[config.mk]
export PLATFORM = sky130hd
export DESIGN_NAME = ilsu_ctrl
export DESIGN_NICKNAME = d
export VERILOG_FILES = /design/src/hw/rtl/ilsu_pkg.sv /design/src/hw/rtl/ilsu_ctrl.sv
export SDC_FILE = /design/constraint.sdc
export NUM_CORES = 1
export LEC_CHECK = 0
export ABC_AREA = 0
export BUFFER_PORTS_ARGS = -buffer_cell sky130_fd_sc_hd__buf_2
export CORE_MARGIN = 10
export CORE_UTILIZATION = 30
export CTS_CLUSTER_DIAMETER = 50
export DETAILED_ROUTE_END_ITERATION = 8
export PLACE_DENSITY_LB_ADDON = 0.15
export SLEW_MARGIN = 20
export SYNTH_ARGS = -nofsm -noshare
export SYNTH_HDL_FRONTEND = slang
export SYNTH_SLANG_ARGS = --single-unit
[constraint.sdc]
create_clock -name clk_i -period 1.63 [get_ports clk_i]
set_input_delay 0.0815 -clock clk_i [delete_from_list [all_inputs] [get_ports clk_i]]
set_output_delay 0.0815 -clock clk_i [all_outputs]
set_load 0.05 [all_outputs]
[src/hw/rtl/ilsu_pkg.sv]
`timescale 1ns / 1ps
// ----------------------------------------------------------------------------
// ilsu_pkg
// Shared types and constants of the lattice site update block.
// ----------------------------------------------------------------------------
package ilsu_pkg;

  // Payload widths fixed by the channel definition
  localparam int unsigned WORD_W  = 64;
  localparam int unsigned SITE_W  = 8;
  localparam int unsigned THR_W   = 8;

  // Words held per update: the site itself and its four neighbours
  localparam int unsigned NB_WORDS = 5;
  localparam int unsigned SEL_W    = 3;

  // Command codes
  localparam logic CMD_LOAD   = 1'b0;
  localparam logic CMD_UPDATE = 1'b1;

  // Controller to datapath
  typedef struct packed {
    logic             take;     // latch the incoming item
    logic             div;      // register the row number
    logic             nbr;      // register the five read addresses
    logic [SEL_W-1:0] rd_sel;   // address slot presented to the RAM
    logic             cap_en;   // capture RAM read data
    logic [SEL_W-1:0] cap_sel;  // word slot receiving the read data
    logic             commit;   // write back and load the result register
  } ilsu_cmd_t;

  // Datapath to controller
  typedef struct packed {
    logic upd_go;               // latched item is an update of a stored site
  } ilsu_sts_t;

endpackage

[src/hw/rtl/ilsu_ctrl.sv]
`timescale 1ns / 1ps
// ----------------------------------------------------------------------------
// ilsu_ctrl
// Sequencer: accepts an item, walks the five store reads for an update and
// commits the result into the output register.
// ----------------------------------------------------------------------------
module ilsu_ctrl (
  input  logic                clk_i,
  input  logic                rst_ni,
  input  logic                in_valid_i,
  output logic                in_ready_o,
  output logic                out_valid_o,
  input  logic                out_ready_i,
  output ilsu_pkg::ilsu_cmd_t cmd_o,
  input  ilsu_pkg::ilsu_sts_t sts_i
);
  import ilsu_pkg::*;

  typedef enum logic [2:0] {
    S_IDLE,
    S_DIV,
    S_NBR,
    S_READ,
    S_LAST,
    S_DONE
  } state_e;

  state_e           state_q, state_d;
  logic [SEL_W-1:0] cnt_q, cnt_d;
  logic             cap_en_q, cap_en_d;
  logic [SEL_W-1:0] cap_sel_q, cap_sel_d;
  logic             out_valid_q, out_valid_d;
  logic             take;
  logic             commit;

  assign in_ready_o = (state_q == S_IDLE);
  assign take       = in_valid_i && in_ready_o;
  assign commit     = (state_q == S_DONE) && (!out_valid_q || out_ready_i);

  // Next state
  always_comb begin
    state_d     = state_q;
    cnt_d       = cnt_q;
    cap_en_d    = 1'b0;
    cap_sel_d   = cap_sel_q;
    out_valid_d = out_valid_q;
    if (out_ready_i) begin
      out_valid_d = 1'b0;
    end
    unique case (state_q)
      S_IDLE: begin
        if (take) begin
          state_d = S_DIV;
        end
      end
      S_DIV: begin
        state_d = sts_i.upd_go ? S_NBR : S_DONE;
      end
      S_NBR: begin
        cnt_d   = '0;
        state_d = S_READ;
      end
      S_READ: begin
        cap_en_d  = 1'b1;
        cap_sel_d = cnt_q;
        cnt_d     = cnt_q + 1'b1;
        if (cnt_q == SEL_W'(NB_WORDS - 1)) begin
          state_d = S_LAST;
        end
      end
      S_LAST: begin
        state_d = S_DONE;
      end
      S_DONE: begin
        if (commit) begin
          out_valid_d = 1'b1;
          state_d     = S_IDLE;
        end
      end
      default: begin
        state_d = S_IDLE;
      end
    endcase
  end

  // State and registered outputs
  always_ff @(posedge clk_i or negedge rst_ni) begin
    if (!rst_ni) begin
      state_q     <= S_IDLE;
      cnt_q       <= '0;
      cap_en_q    <= 1'b0;
      cap_sel_q   <= '0;
      out_valid_q <= 1'b0;
    end else begin
      state_q     <= state_d;
      cnt_q       <= cnt_d;
      cap_en_q    <= cap_en_d;
      cap_sel_q   <= cap_sel_d;
      out_valid_q <= out_valid_d;
    end
  end

  // Datapath commands
  always_comb begin
    cmd_o.take    = take;
    cmd_o.div     = (state_q == S_DIV);
    cmd_o.nbr     = (state_q == S_NBR);
    cmd_o.rd_sel  = (state_q == S_READ) ? cnt_q : '0;
    cmd_o.cap_en  = cap_en_q;
    cmd_o.cap_sel = cap_sel_q;
    cmd_o.commit  = commit;
  end

  assign out_valid_o = out_valid_q;

endmodule

==> run_results.csv <==
group,metric,value,unit
status,outcome,"finished clean",
route,first_pass_iters,4,
floorplan,ios,18,
logic_synthesis,postSynth.asyncResetShare,100,%
final_layout,layout-drive-gt1-share,32.9,%
floorplan,rows,16,
worst_setup_path,cp.arrival,1.44,ns
timing,max_freq,658,MHz
timing,final.setup.tns,0,ns
worst_setup_path,crit_path_start_kind,"flop",
worst_setup_path,cp-end-kind,"output pin",
place,place_congestion,0.777,
logic_synthesis,synth_commonest_cells,"dfrtp_1 (11), and3_1 (6), inv_1 (5)",
timing,hold_viol,0,
logic_synthesis,seq_area_frac_synth,45.3,%
logic_synthesis,syn_nets,69,
logic_synthesis,ys_types,26,
timing,min_period_over_period,93.3,%
logic_synthesis,synth.avg_cell_area,9.81,um2
global_route,grt_pass1_vias,454,
worst_setup_path,cp_max_fo,10,
route,avgRoutedWirePerCell,12.1,um
global_route,grt_pass1_wl,2.16,mm
final_layout,fin_nets,87,
floorplan,start_util,31.3,%
route,viasPerCell,4.35,
route,drt_iter0_markers,10,
logic_synthesis,ys_ff_latch,11,
place,place_inst,101,
floorplan,die_y,65.0,um
logic_synthesis,synth-edff-count,0,
timing,setup_viol,0,
cts,cts.clk_slew.worst_paths,0.08,ns
route,num_vias,461,
place,dp_hpwl,991,um
global_route,grt_max_degree,12,
final_layout,fillers,218,
logic_synthesis,yosysTopAreaCellShare,45.3,%
logic_synthesis,syn_inst,62,
timing,fin_crit,1.52,ns
logic_synthesis,yosys_warnings,0,
place,port-buffer-count,17,
logic_synthesis,synthFlopType,"dfrtp_1",
worst_hold_path,min_path_type,"in -> reg",
cts,clock-sinks,11,
floorplan,coreArea,0.00194,mm2
worst_setup_path,path_delay_family,"flip-flops",
final_layout,stdcell_count,106,
final_layout,antenna_cells,0,
cts,clock_latency,0.27,ns
logic_synthesis,yosys.area.top_type,"dfrtp_1",
final_layout,area_delta_synth_final,20.6,%
route,antenna_left,0,
place,dpl-instance-area,694,um2
timing,slew_viol_final,0,
worst_setup_path,crit_chain,"nor2b_1 > and3_1 > buf_2",
logic_synthesis,netlist_area,608,um2
global_route,antenna_found_initial,0,
job,drv_cap,0,
logic_synthesis,netlist_top_cells_area,"dfrtp_1 (45%), and3_1 (6.2%), buf_4 (4.9%)",
worst_setup_path,max_stage_delay,0.49,ns
logic_synthesis,synth_most_common_cell,"dfrtp_1",
cts,cts_tree,"yes",
worst_setup_path,worst_ep_required_time,1.55,ns
route,drc,0,
worst_setup_path,criticalPathCategory,"reg -> out",
cts,numCtsBuffers,3,
cts,cts_max_level,1,
global_route,grt_usage,6.62,%
timing,rsz0062_at_grt,"no",
worst_setup_path,path_buf_inv,1,
global_route,grt-ovfl-total,0,
floorplan,die_w,65.0,um
route,drt_wl_total,1.29,mm
final_layout,final_area,733,um2
timing,finalClockSkew,0.00554,ns
cts,ctsRootBufferMaster,"clkbuf_4",
cts,clockBufferDepth,2,
worst_setup_path,cpMaxStageDelayCell,"dfrtp_2",
floorplan,dieArea,0.00423,mm2
timing,slew_headroom,83.2,%
timing,worstMarginPinSlew,0.252,ns
timing,holdWs,0.126,ns
-- sequential cells by signal, summed over array words and instances (netlist names) --
register and cells:
state_q 3, cap_sel_q 3, out_valid_o 1, cap_en_q 1
cnt_q 3
-- placed cells by master, fill, tap and decap left out, drive strengths merged --
cell / instances
a211oi: 1
dlygate4sd3: 1
o21bai: 1
dfrtp: 11
nand2: 5
and2: 2
a21o: 3
and3: 6
ha: 2
o21ai: 4
buf: 18
clkbuf: 4
a32oi: 1
a31o: 1
a22oi: 1
inv: 5
nand2b: 4
nor3b: 1
a22o: 1
nor3: 1
nor2b: 2
nand3: 2
nor2: 2
-- repair_timing --
action	CTS	global route
endpoints found under the hold margin	11	0
resized for setup	1	1
hold buffers	1	0
setup endpoints to repair	3	3
buffers inserted	0	0
-- metrics by stage --
| step | worst slack (ns) | util, % |
|---|---|---|
| final | 0.109 | 37.8 |
| after global routing | 0.00546 | 37.8 |
| after CTS | 0.0583 | 37.7 |
| after detailed placement | 0.299 | 35.8 |
| after global placement | 0.279 | 35.8 |
| after floorplan | 0.192 | - |
-- metal layers --
layer,vias up,wire length [um],global-route usage (%)
li1,241,-,-
met2,5,628,10.1
met5,-,0,0
met4,0,10,4.81
met1,213,571,7.25
met3,2,77,2.75
-- path summary, 6_finish.rpt --
check	from	cells past startpoint	to	slack, ns
worst max-delay path	state_q[1]$_DFFE_PN0P_	3	cmd_o[0]	0.11
worst min-delay path	sts_i	3	state_q[1]$_DFFE_PN0P_	0.13
worst max register to register	cnt_q[0]$_DFFE_PN0P_	5	state_q[2]$_DFFE_PN0P_	0.33
worst min register to register	cap_sel_q[1]$_DFFE_PN0P_	1	cap_sel_q[1]$_DFFE_PN0P_	0.47
max in group asynchronous	rst_ni	2	state_q[1]$_DFFE_PN0P_	1.20
min in group asynchronous	rst_ni	2	cnt_q[2]$_DFFE_PN0P_	0.21
-- worst min-delay path, stage by stage --
cell and delay [ns]:
buf_2 0.10, a22oi_1 0.08, nor2_1 0.09
-- cell type report --
cell class / instances / area [um2] / area share [%]
Multi-Input combinational cell: 40 / 274 / 37.4
Timing Repair Buffer: 19 / 103 / 14.0
Sequential cell: 11 / 278 / 37.9
Clock buffer: 4 / 26.3 / 3.58
Inverter: 5 / 18.8 / 2.56
Tap cell: 27 / 33.8 / 4.61
-- kinds of logic (layout without fill, tap and decap cells) --
kind of cell	after synthesis	in the layout	synth area share (%)
AO/OA/AOI/OAI	13	13	15.0
adder cells (fa/ha/maj)	2	2	4.11
buffers and inverters	11	28	10.7
flip-flops	11	11	45.3
AND/OR/NAND/NOR	25	25	24.9
Power is not shown: default switching activity piles up to over one toggle a cycle in this logic, so the estimate is an artifact.
